<file path="src/dfd_pkg.sv">
`timescale 1ns / 1ps
`default_nettype none

package dfd_pkg;

    localparam int MAX_ENTRIES = 16;
    localparam int ENTRY_AW    = (MAX_ENTRIES > 1) ? $clog2(MAX_ENTRIES) : 1;
    localparam int CNT_W       = $clog2(MAX_ENTRIES + 1);

    localparam logic [1:0] OP_FRAME = 2'd0;
    localparam logic [1:0] OP_TICK  = 2'd1;
    localparam logic [1:0] OP_READ  = 2'd2;

    localparam logic [1:0] CFG_ENABLE    = 2'd0;
    localparam logic [1:0] CFG_THRESHOLD = 2'd1;
    localparam logic [1:0] CFG_WINDOW    = 2'd2;

    localparam logic [15:0] THRESHOLD_RESET = 16'd20;
    localparam logic [15:0] WINDOW_RESET    = 16'd1000;

    localparam logic [15:0] FRAME_MIN_LEN = 16'd24;
    localparam logic [1:0]  TYPE_MGMT     = 2'd0;
    localparam logic [3:0]  SUB_DEAUTH    = 4'd12;
    localparam logic [3:0]  SUB_DISASSOC  = 4'd10;

    typedef struct packed {
        logic [47:0] bssid;
        logic [31:0] hits;
        logic [15:0] window_hits;
        logic        flood;
        logic [31:0] first_seen;
        logic [31:0] last_seen;
    } t_entry;

    typedef struct packed {
        t_entry entry;
        logic   raised;
        logic   match;
    } t_alu_res;

endpackage

`default_nettype wire

</file>
<file path="src/dfd_ram.sv">
`timescale 1ns / 1ps
`default_nettype none

module dfd_ram #(
    parameter int WIDTH = 8,
    parameter int DEPTH = 16
) (
    input  wire logic                                          i_clk,
    input  wire logic                                          i_we,
    input  wire logic [((DEPTH > 1) ? $clog2(DEPTH) : 1)-1:0] i_waddr,
    input  wire logic [WIDTH-1:0]                              i_wdata,
    input  wire logic [((DEPTH > 1) ? $clog2(DEPTH) : 1)-1:0] i_raddr,
    output logic      [WIDTH-1:0]                              o_rdata
);

    logic [WIDTH-1:0] r_mem [DEPTH];

    always_ff @(posedge i_clk) begin
        if (i_we) begin
            r_mem[i_waddr] <= i_wdata;
        end
        o_rdata <= r_mem[i_raddr];
    end

endmodule

`default_nettype wire

</file>
<file path="src/dfd_entry_alu.sv">
`timescale 1ns / 1ps
`default_nettype none

module dfd_entry_alu (
    input  wire dfd_pkg::t_entry   i_entry,
    input  wire logic              i_roll,
    input  wire logic [15:0]       i_threshold,
    input  wire logic [31:0]       i_time,
    input  wire logic [47:0]       i_bssid,
    output dfd_pkg::t_alu_res      o_res
);

    logic [15:0] wh_inc;

    always_comb begin
        wh_inc = (i_entry.window_hits != '1) ? i_entry.window_hits + 16'd1
                                             : i_entry.window_hits;
        o_res       = '0;
        o_res.entry = i_entry;
        o_res.match = (i_entry.bssid == i_bssid);
        if (i_roll) begin
            // end of window: keep the flag only if the window reached the threshold
            o_res.entry.flood       = i_entry.flood && (i_entry.window_hits >= i_threshold);
            o_res.entry.window_hits = '0;
        end else begin
            o_res.entry.hits        = (i_entry.hits != '1) ? i_entry.hits + 32'd1
                                                           : i_entry.hits;
            o_res.entry.window_hits = wh_inc;
            o_res.entry.last_seen   = i_time;
            o_res.raised            = !i_entry.flood && (wh_inc >= i_threshold);
            o_res.entry.flood       = i_entry.flood || o_res.raised;
        end
    end

endmodule

`default_nettype wire

</file>
<file path="src/deauth_flood_detector_unit.sv">
`timescale 1ns / 1ps
`default_nettype none

// Deauthentication / disassociation flood detector. Issue one operation per start pulse
// (frame header, millisecond tick, or table read) while busy is low; each operation returns
// exactly one result, shown for a single cycle with o_valid, which cannot be stalled.
// Ignored frames, ticks that do not end a window, out-of-range reads and unused opcodes
// answer in the cycle after start without raising busy. A table read answers via the read
// state; a counted frame walks the table in the scan state and updates in the update state;
// a window roll walks it in the roll state. Walks read the entries in use (at most 16)
// from memory, one entry per cycle, by one shared update/compare unit. Configuration writes
// take effect at once and should only be made while busy is low and no result is pending.
module deauth_flood_detector_unit (
    input  wire logic        i_clk,
    input  wire logic        i_rst_n,
    input  wire logic        start,
    output logic             busy,
    input  wire logic [1:0]  i_op,
    input  wire logic [7:0]  i_frame_control,
    input  wire logic [15:0] i_frame_length,
    input  wire logic [47:0] i_bssid_in,
    input  wire logic [7:0]  i_read_index,
    input  wire logic        i_cfg_we,
    input  wire logic [1:0]  i_cfg_idx,
    input  wire logic [15:0] i_cfg_wdata,
    output logic             o_valid,
    output logic             o_entry_valid,
    output logic [47:0]      o_bssid_out,
    output logic [31:0]      o_hit_count,
    output logic [15:0]      o_window_hits,
    output logic             o_entry_flooding,
    output logic [31:0]      o_first_seen_ms,
    output logic [31:0]      o_last_seen_ms,
    output logic             o_became_flood,
    output logic             o_any_flooding,
    output logic [8:0]       o_entries_used,
    output logic [31:0]      o_frames_total
);

    localparam int AW = dfd_pkg::ENTRY_AW;
    localparam int CW = dfd_pkg::CNT_W;
    localparam int EW = $bits(dfd_pkg::t_entry);

    localparam logic [2:0] S_IDLE = 3'd0;
    localparam logic [2:0] S_SCAN = 3'd1;
    localparam logic [2:0] S_UPD  = 3'd2;
    localparam logic [2:0] S_ROLL = 3'd3;
    localparam logic [2:0] S_READ = 3'd4;

    logic [2:0]  r_state;
    logic        r_enable;
    logic [15:0] r_thr;
    logic [15:0] r_wlen;
    logic [CW-1:0] r_used;
    logic [31:0] r_total;
    logic        r_flood_any;
    logic [31:0] r_time;
    logic [15:0] r_elapsed;
    logic [CW-1:0] r_idx;
    logic [AW-1:0] r_cidx;
    logic [AW-1:0] r_hit;
    logic        r_pend;
    logic        r_any;
    logic [47:0] r_bssid;
    dfd_pkg::t_entry r_ent;

    logic        r_valid;
    logic        r_res_ev;
    logic        r_res_bf;
    dfd_pkg::t_entry r_res_entry;

    logic [EW-1:0] ram_rdata;
    logic [EW-1:0] ram_wdata;
    logic [AW-1:0] ram_raddr;
    logic [AW-1:0] ram_waddr;
    logic          ram_we;

    dfd_pkg::t_entry   alu_in;
    dfd_pkg::t_alu_res alu_res;

    logic [8:0]  rd_off;
    logic        rd_hit;
    logic        qualify;
    logic [15:0] elapsed_inc;
    logic        issue;
    logic        any_next;
    dfd_pkg::t_entry fresh;

    always_comb begin
        rd_off  = 9'(r_used) - 9'd1 - {1'b0, i_read_index};
        rd_hit  = {1'b0, i_read_index} < 9'(r_used);
        qualify = r_enable && (i_frame_length >= dfd_pkg::FRAME_MIN_LEN)
                  && (i_frame_control[3:2] == dfd_pkg::TYPE_MGMT)
                  && ((i_frame_control[7:4] == dfd_pkg::SUB_DEAUTH)
                      || (i_frame_control[7:4] == dfd_pkg::SUB_DISASSOC));
        elapsed_inc = (r_elapsed != '1) ? r_elapsed + 16'd1 : r_elapsed;
        issue       = r_idx < r_used;

        ram_raddr = (r_state == S_IDLE) ? rd_off[AW-1:0] : r_idx[AW-1:0];
        ram_we    = (r_state == S_UPD) || ((r_state == S_ROLL) && r_pend);
        ram_waddr = (r_state == S_UPD) ? r_hit : r_cidx;
        ram_wdata = alu_res.entry;
        alu_in    = (r_state == S_UPD) ? r_ent : dfd_pkg::t_entry'(ram_rdata);
        any_next  = r_any | (r_pend & alu_res.entry.flood);

        fresh             = '0;
        fresh.bssid       = r_bssid;
        fresh.first_seen  = r_time;
        fresh.last_seen   = r_time;
    end

    dfd_ram #(
        .WIDTH (EW),
        .DEPTH (dfd_pkg::MAX_ENTRIES)
    ) u_table (
        .i_clk   (i_clk),
        .i_we    (ram_we),
        .i_waddr (ram_waddr),
        .i_wdata (ram_wdata),
        .i_raddr (ram_raddr),
        .o_rdata (ram_rdata)
    );

    dfd_entry_alu u_alu (
        .i_entry     (alu_in),
        .i_roll      (r_state == S_ROLL),
        .i_threshold (r_thr),
        .i_time      (r_time),
        .i_bssid     (r_bssid),
        .o_res       (alu_res)
    );

    always_ff @(posedge i_clk) begin
        if (!i_rst_n) begin
            r_state     <= S_IDLE;
            r_enable    <= 1'b0;
            r_thr       <= dfd_pkg::THRESHOLD_RESET;
            r_wlen      <= dfd_pkg::WINDOW_RESET;
            r_used      <= '0;
            r_total     <= '0;
            r_flood_any <= 1'b0;
            r_time      <= '0;
            r_elapsed   <= '0;
            r_idx       <= '0;
            r_pend      <= 1'b0;
            r_any       <= 1'b0;
            r_valid     <= 1'b0;
        end else begin
            r_valid <= 1'b0;
            if (i_cfg_we) begin
                case (i_cfg_idx)
                    dfd_pkg::CFG_ENABLE:    r_enable <= i_cfg_wdata[0];
                    dfd_pkg::CFG_THRESHOLD: r_thr    <= i_cfg_wdata;
                    dfd_pkg::CFG_WINDOW:    r_wlen   <= i_cfg_wdata;
                    default: ;
                endcase
            end
            case (r_state)
                S_IDLE: begin
                    if (start) begin
                        r_res_entry <= '0;
                        r_res_ev    <= 1'b0;
                        r_res_bf    <= 1'b0;
                        r_idx       <= '0;
                        r_pend      <= 1'b0;
                        r_any       <= 1'b0;
                        r_bssid     <= i_bssid_in;
                        case (i_op)
                            dfd_pkg::OP_FRAME: begin
                                if (qualify) begin
                                    if (r_total != '1) begin
                                        r_total <= r_total + 32'd1;
                                    end
                                    r_state <= S_SCAN;
                                end else begin
                                    r_valid <= 1'b1;
                                end
                            end
                            dfd_pkg::OP_TICK: begin
                                r_time <= r_time + 32'd1;
                                if (r_enable && (elapsed_inc >= r_wlen)) begin
                                    r_elapsed <= '0;
                                    r_state   <= S_ROLL;
                                end else begin
                                    r_elapsed <= r_enable ? elapsed_inc : 16'd0;
                                    r_valid   <= 1'b1;
                                end
                            end
                            dfd_pkg::OP_READ: begin
                                if (rd_hit) begin
                                    r_state <= S_READ;
                                end else begin
                                    r_valid <= 1'b1;
                                end
                            end
                            default: begin
                                r_valid <= 1'b1;
                            end
                        endcase
                    end
                end
                S_READ: begin
                    r_res_entry <= dfd_pkg::t_entry'(ram_rdata);
                    r_res_ev    <= 1'b1;
                    r_valid     <= 1'b1;
                    r_state     <= S_IDLE;
                end
                S_SCAN: begin
                    if (r_pend && alu_res.match) begin
                        r_ent   <= dfd_pkg::t_entry'(ram_rdata);
                        r_hit   <= r_cidx;
                        r_pend  <= 1'b0;
                        r_state <= S_UPD;
                    end else if (issue) begin
                        r_cidx <= r_idx[AW-1:0];
                        r_idx  <= r_idx + CW'(1);
                        r_pend <= 1'b1;
                    end else if (r_used < CW'(dfd_pkg::MAX_ENTRIES)) begin
                        r_ent   <= fresh;
                        r_hit   <= r_used[AW-1:0];
                        r_used  <= r_used + CW'(1);
                        r_pend  <= 1'b0;
                        r_state <= S_UPD;
                    end else begin
                        r_pend  <= 1'b0;
                        r_valid <= 1'b1;
                        r_state <= S_IDLE;
                    end
                end
                S_UPD: begin
                    r_res_entry <= alu_res.entry;
                    r_res_ev    <= 1'b1;
                    r_res_bf    <= alu_res.raised;
                    r_flood_any <= r_flood_any | alu_res.raised;
                    r_valid     <= 1'b1;
                    r_state     <= S_IDLE;
                end
                S_ROLL: begin
                    r_any <= any_next;
                    if (issue) begin
                        r_cidx <= r_idx[AW-1:0];
                        r_idx  <= r_idx + CW'(1);
                        r_pend <= 1'b1;
                    end else begin
                        r_flood_any <= any_next;
                        r_pend      <= 1'b0;
                        r_valid     <= 1'b1;
                        r_state     <= S_IDLE;
                    end
                end
                default: begin
                    r_state <= S_IDLE;
                end
            endcase
        end
    end

    always_comb begin
        busy             = (r_state != S_IDLE);
        o_valid          = r_valid;
        o_entry_valid    = r_res_ev;
        o_bssid_out      = r_res_entry.bssid;
        o_hit_count      = r_res_entry.hits;
        o_window_hits    = r_res_entry.window_hits;
        o_entry_flooding = r_res_entry.flood;
        o_first_seen_ms  = r_res_entry.first_seen;
        o_last_seen_ms   = r_res_entry.last_seen;
        o_became_flood   = r_res_bf;
        o_any_flooding   = r_flood_any;
        o_entries_used   = 9'(r_used);
        o_frames_total   = r_total;
    end

    a_result_when_idle: assert property (@(posedge i_clk) disable iff (!i_rst_n)
        o_valid |-> !busy)
        else $error("result strobe while busy");

    a_used_bound: assert property (@(posedge i_clk) disable iff (!i_rst_n)
        r_used <= CW'(dfd_pkg::MAX_ENTRIES))
        else $error("table fill beyond capacity");

    a_transfer_answered: assert property (@(posedge i_clk) disable iff (!i_rst_n)
        (start && !busy) |=> (o_valid || busy))
        else $error("accepted transfer neither answered nor in progress");

    a_pend_in_walk: assert property (@(posedge i_clk) disable iff (!i_rst_n)
        r_pend |-> (r_state == S_SCAN || r_state == S_ROLL))
        else $error("table read in flight outside an entry walk");

endmodule

`default_nettype wire

</file>
<file path="config.mk">
export PLATFORM = sky130hd
export DESIGN_NAME = deauth_flood_detector_unit
export DESIGN_NICKNAME = d
export VERILOG_FILES = /design/src/dfd_pkg.sv /design/src/dfd_ram.sv /design/src/dfd_entry_alu.sv /design/src/deauth_flood_detector_unit.sv
export SDC_FILE = /design/constraint.sdc
export NUM_CORES = 2
export LEC_CHECK = 0
export BUFFER_PORTS_ARGS = -buffer_cell sky130_fd_sc_hd__buf_2
export CAP_MARGIN = 20
export CORE_UTILIZATION = 58
export CTS_BUF_LIST = sky130_fd_sc_hd__clkbuf_4
export DETAILED_ROUTE_END_ITERATION = 7
export PLACE_DENSITY = 0.84
export SLEW_MARGIN = 10
export SYNTH_ARGS = -nofsm -noshare
export SYNTH_HDL_FRONTEND = slang
export SYNTH_SLANG_ARGS = --single-unit
</file>
<file path="constraint.sdc">
create_clock -name i_clk -period 9.7 [get_ports i_clk]
set_input_delay 1.94 -clock i_clk [delete_from_list [all_inputs] [get_ports i_clk]]
set_output_delay 1.94 -clock i_clk [all_outputs]
set_load 0.01 [all_outputs]
</file>
* Word level (Yosys, flattened, before mapping) *
Memories as Yosys holds them, arrays and structs flattened. A register that Yosys moved wholly into a read port is not among the register bits.
Cells that the tools add are included.

word-level totals
  flip-flop bits (word level) = 510
  latch bits = 0
  RAM bits = 2576
  memory bits (read-only) = 0
  bits of input ports = 104
  output and inout bits = 207
  word-level logic and storage cells = 176
  memories = 1

memory list
  memory         depth  width  read ports  clocked after memory_dff  write ports  line           source
  u_table.r_mem  16     161    1           1                         1            dfd_ram.sv:16  logic [WIDTH-1:0] r_mem [DEPTH];

cells by class
  add/sub/neg operators = 9
  multiply operators = 0
  div/mod/pow operators = 0
  $lt $le $gt $ge = 7
  equality and inequality tests = 24
  shift-type cells = 0
  muxes and demuxes = 57
  bitwise operators = 5
  reductions and logical operators = 43

operator list
  operator                 number
  $mux W161                5
  $pmux W161 S3            1
  $add A32 B1 Y32 const B  3
  $mux W16                 4
  $mux W32                 2
  $ne A32 B32 Y1 const B   2
  $eq A48 B48 Y1           1
  $ge A16 B16 Y1           3
  $mux W33                 1
  $add A16 B1 Y16 const B  2
  $ne A16 B16 Y1 const B   2
  $mux W4                  7
  $mux W3                  7
  $reduce_and A3 Y1        7
  $pmux W3 S3              2
  $mux W17                 1
  $ge A16 B5 Y1 const B    1
  $mux W5                  3
  $pmux W5 S3              1
  $mux W1                  14
  $ne A3 B3 Y1 const B     4
  $reduce_and A2 Y1        6
  $reduce_bool A2 Y1       6
  $add A5 B1 Y5 const B    2
  other kinds (32)         58

* Longest topological paths before layout *
  depth after elaboration = 12
  mapped depth = 30
  mapped depth without buffers = 20

* Modules after synthesis *
A second synthesis with hierarchy kept.

second synthesis, totals
  cell total of the unflattened synthesis = 6667
  area total of the unflattened synthesis = 126759.1 um^2

by module, submodules not included
  module                      times used  cells an instance  area each (um^2)  sequential area each (um^2)
  dfd_ram                     1           4208               99905.8           80577.3
  deauth_flood_detector_unit  1           2000               23339.9           14013.4
  dfd_entry_alu               1           459                3513.4            0.0

* Worst setup path before layout *
OpenSTA, ideal clock, no wires.

  path kind = reg2reg
  start = register r_state[2]
  end = memory u_table.r_mem[2][0] in the netlist's numbering, enable pin
  library setup time = 0.685 ns
  arrival time = 9.460 ns
  data required time = 9.015 ns
  setup slack = -0.445 ns
  stages on the path, launching flop included = 16
  clock period less this slack = 10.145 ns
  cell sequence = dfxtp_1 buf_4 or3b_1 clkbuf_1 buf_6 buf_6 buf_6 buf_4 buf_2 buf_1 clkbuf_1 buf_1 nand2_1 nand2_1 nand2_1 nor2_1

between the ends
  longest elaborated chain between the ends = 5
  elaborated cells on any way between the ends = 7
  those cells by class = eq/ne (2); mux (3); reduce/logical (2)

ends and longest elaborated chain
  element                        line                               source
  start: declaration             deauth_flood_detector_unit.sv:50   logic [2:0] r_state;
  start signal: assignment       deauth_flood_detector_unit.sv:135  r_state <= S_IDLE;
  start signal: assignment       deauth_flood_detector_unit.sv:174  r_state <= S_SCAN;
  start signal: assignment       deauth_flood_detector_unit.sv:183  r_state <= S_ROLL;
  $eq A3 B2 Y1                   deauth_flood_detector_unit.sv:100  ram_we = (r_state == S_UPD) || ((r_state == S_ROLL) && r_pend);
  $logic_and A1 B1 Y1            deauth_flood_detector_unit.sv:100
  $logic_or A1 B1 Y1             deauth_flood_detector_unit.sv:100
  $mux W1                        dfd_ram.sv:19                      if (i_we) begin
  $mux W1 (implied by the code)  dfd_ram.sv:20                      r_mem[i_waddr] <= i_wdata;
  end: declaration               dfd_ram.sv:16

Several ways; a longest one is shown, not always the timed one.

==> run_results.csv <==
group,metric,value,unit
clock_tree,cts_tree,"built",
synth,ys_warn_count,0,
die,pin_count,311,
detailed_routing,vias_per_cell,6.44,
cells_and_area,fill_cells,13760,
worst_hold_path,hold_class,"reg2reg",
clock_tree,cts_resized,0,
placed_design,placed_area,132000,um2
clock_tree,clock-sinks,3215,
cells_and_area,nNetsFinal,8076,
pwr,ir_drop,157,uV
setup_path,cp.arrival,8340,ps
setup_path,crit_required,10720,ps
synth,syn-cell-area,127000,um2
cells_and_area,areaGrowthSynthToFinish,11.9,%
pwr,p_per_area,210,nW/um2
clock_tree,htree_num_levels,6,
die,die_h,469,um
timing,max-slew-margin-rel,0.138,
cells_and_area,seq_area,93600,um2
synth,yosys-top-cells-count,"2924 x edfxtp_1, 906 x nand2_1, 644 x mux4_2",
placed_design,place.gp.congestion,0.923,
synth,synth_edf_count,2924,
detailed_routing,dr.pass1.iters,8,
detailed_routing,route.detailed.drc,0,
clock_tree,clk_pin_slew,60,ps
clock_tree,numCtsBuffers,766,
synth,avgSynthCellArea,17.8,um2
synth,ys_seq_area_frac,0.740,
synth,synth_ff_type,"edfxtp_1",
detailed_routing,routedWlPerCell,28.0,um
global_routing,grt_max_degree,173,
clock_tree,cts_root_buffer,"clkbuf_4",
die,die_w,469,um
timing,final-setup-viol-count,0,
global_routing,antenna_found_initial,15,
placed_design,place_hpwl,165,mm
setup_path,startpoint_type,"register",
die,core_area,217000,um2
setup_path,cp-end-kind,"register",
worst_hold_path,min_from,"r_wlen[13]$_SDFFE_PN0P_",
timing,rsz0062_at_grt,"no",
detailed_routing,antenna_left,0,
setup_path,rr_worst_depth,14,
detailed_routing,finalWirelength,318,mm
flow_run,cap_violations,0,
synth,yosysTopAreaCell,"edfxtp_1",
synth,ys_types,83,
synth,synth-seq-cells,3215,
outcome,status,"finished, final reports clean",
clock_tree,clockBufferDepth,4,
clock_tree,cts_setup_buffers,0,
synth,syn_inst,7090,
timing,clock_skew,172,ps
clock_tree,hold_buffers,0,
setup_path,cp-startpoint,"r_state[2]$_SDFFE_PN0P_",
timing,post-route-period-util,0.754,
detailed_routing,drt-initial-drc-count,9653,
placed_design,io_buffers,301,
timing,holdWs,462,ps
global_routing,grt_pass1_vias,73976,
setup_path,crit_path_max_fanout,65,
worst_hold_path,holdPathStages,2,
timing,worst_pin_slew,1290,ps
detailed_routing,vias,73326,
die,num_rows,171,
synth,synth.most_common_cell,"edfxtp_1",
cells_and_area,final_area,142000,um2
synth,synth_area_leaders,"edfxtp_1 69%, mux4_2 11%, dfxtp_1 4.6%",
pwr,leakage,0.0475,uW
synth,synth_top_area_frac,0.694,
setup_path,r2r_start,"r_state[2]$_SDFFE_PN0P_",
global_routing,grtUsageTotal,0.288,
timing,timing.fmax,137,MHz
die,start_util,0.583,
clock_tree,clk_latency,1430,ps
timing,hold_violations,0,
cells_and_area,multi_input_area,31100,um2
global_routing,grt_overflow_total,0,
timing,period_needed,7310,ps
timing,drv_slew,0,
setup_path,crit_type,"reg2reg",
cells_and_area,drive_above_1_share,0.283,
cells_and_area,fin_util,0.653,
global_routing,grt_pass1_wl,463,mm
pwr,totalPowerFinal,29700,uW
die,dieArea,220000,um2
synth,async_reset_ff_frac,0,
==> stage by stage <==
stage / setup WS [ps] / TNS, ps / std cells
global route: 2150 / 0 / 11386
CTS: 2670 / 0 / 11368
floorplan: -443 / -803480 / 7093
global placement: 2760 / 0 / 9976
finish: 2390 / 0 / 11389
detailed placement: 2710 / 0 / 9981
==> cell usage in the layout (no fill, tap or decap), types with 35 or more instances in the layout <==
cell	Yosys	routed
clkbuf_4	0	1154
buf_12	0	35
buf_4	7	74
nor2_1	179	160
inv_1	125	125
nand2_1	906	905
a21oi_1	79	78
mux2_2	68	68
xor2_1	71	71
mux2i_1	66	63
a22o_1	59	59
dfxtp_1	291	291
clkinv_1	3	176
buf_2	21	304
ha_1	67	67
edfxtp_1	2924	2924
and2_1	231	231
a31oi_1	174	174
a211oi_1	175	175
xnor2_1	105	102
mux4_2	644	644
nand3_1	73	73
o21ai_0	93	92
==> sequential cells by signal, indices dropped and copies added (netlist names), 48 cells and up <==
signal,cells
o_bssid_out,48
r_bssid,48
r_ent,129
u_table.o_rdata,161
u_table.r_mem,2576
==> path summary, 6_finish.rpt <==
check | slack, ps | end
worst min-delay path | 460 | r_wlen[13]$_SDFFE_PN0P_
worst max-delay path | 2390 | u_table.r_mem[9][88]$_DFFE_PP_
worst max register to register | 2390 | u_table.r_mem[9][88]$_DFFE_PP_
worst min register to register | 460 | r_wlen[13]$_SDFFE_PN0P_
==> final cells by class <==
class	count	area share
multi-input cells	3374	0.220
repair buffers	419	0.0202
clock inverters	237	0.00882
well taps	2854	0.0252
diodes	12	0.000212
flip-flops and latches	3215	0.661
clock buffers	1150	0.0610
inverters	128	0.00341
==> kinds of logic after synthesis <==
group           Yosys count  share of synthesized area
compound gates          681                     0.0365
xor+xnor                176                     0.0122
fa+ha+maj                68                    0.00678
buf+inv                 504                     0.0161
flops                  3215                      0.740
mux                     800                      0.129
other cells               1                  0.0000296
simple gates           1645                     0.0599
==> report_power, final <==
| part | internal [uW] | switching, uW | total (uW) |
|---|---|---|---|
| Sequential | 15800 | 223 | 16000 |
| Combinational | 954 | 1710 | 2660 |
| Clock | 5700 | 5370 | 11100 |
==> routing by layer <==
metal	up-vias	routed length, um	GRT usage
met5	-	24	0
met4	4	15300	0.145
met3	946	38300	0.0666
met2	5607	154000	0.461
met1	36671	111000	0.373
li1	30098	-	-
==> critical path, stage by stage (launching register included) <==
cell     delay [ps]
dfxtp_1         770
or3b_4          700
buf_4           420
buf_4           520
buf_4           900
nand2_1         140
nand2_1         180
ha_1            270
o21ai_0         390
or3b_1          600
o21ai_1         660
nor2b_1         220
nand3_1         170
xor2_1           80
mux2i_1         830
Power figures use the tool's default switching activity.
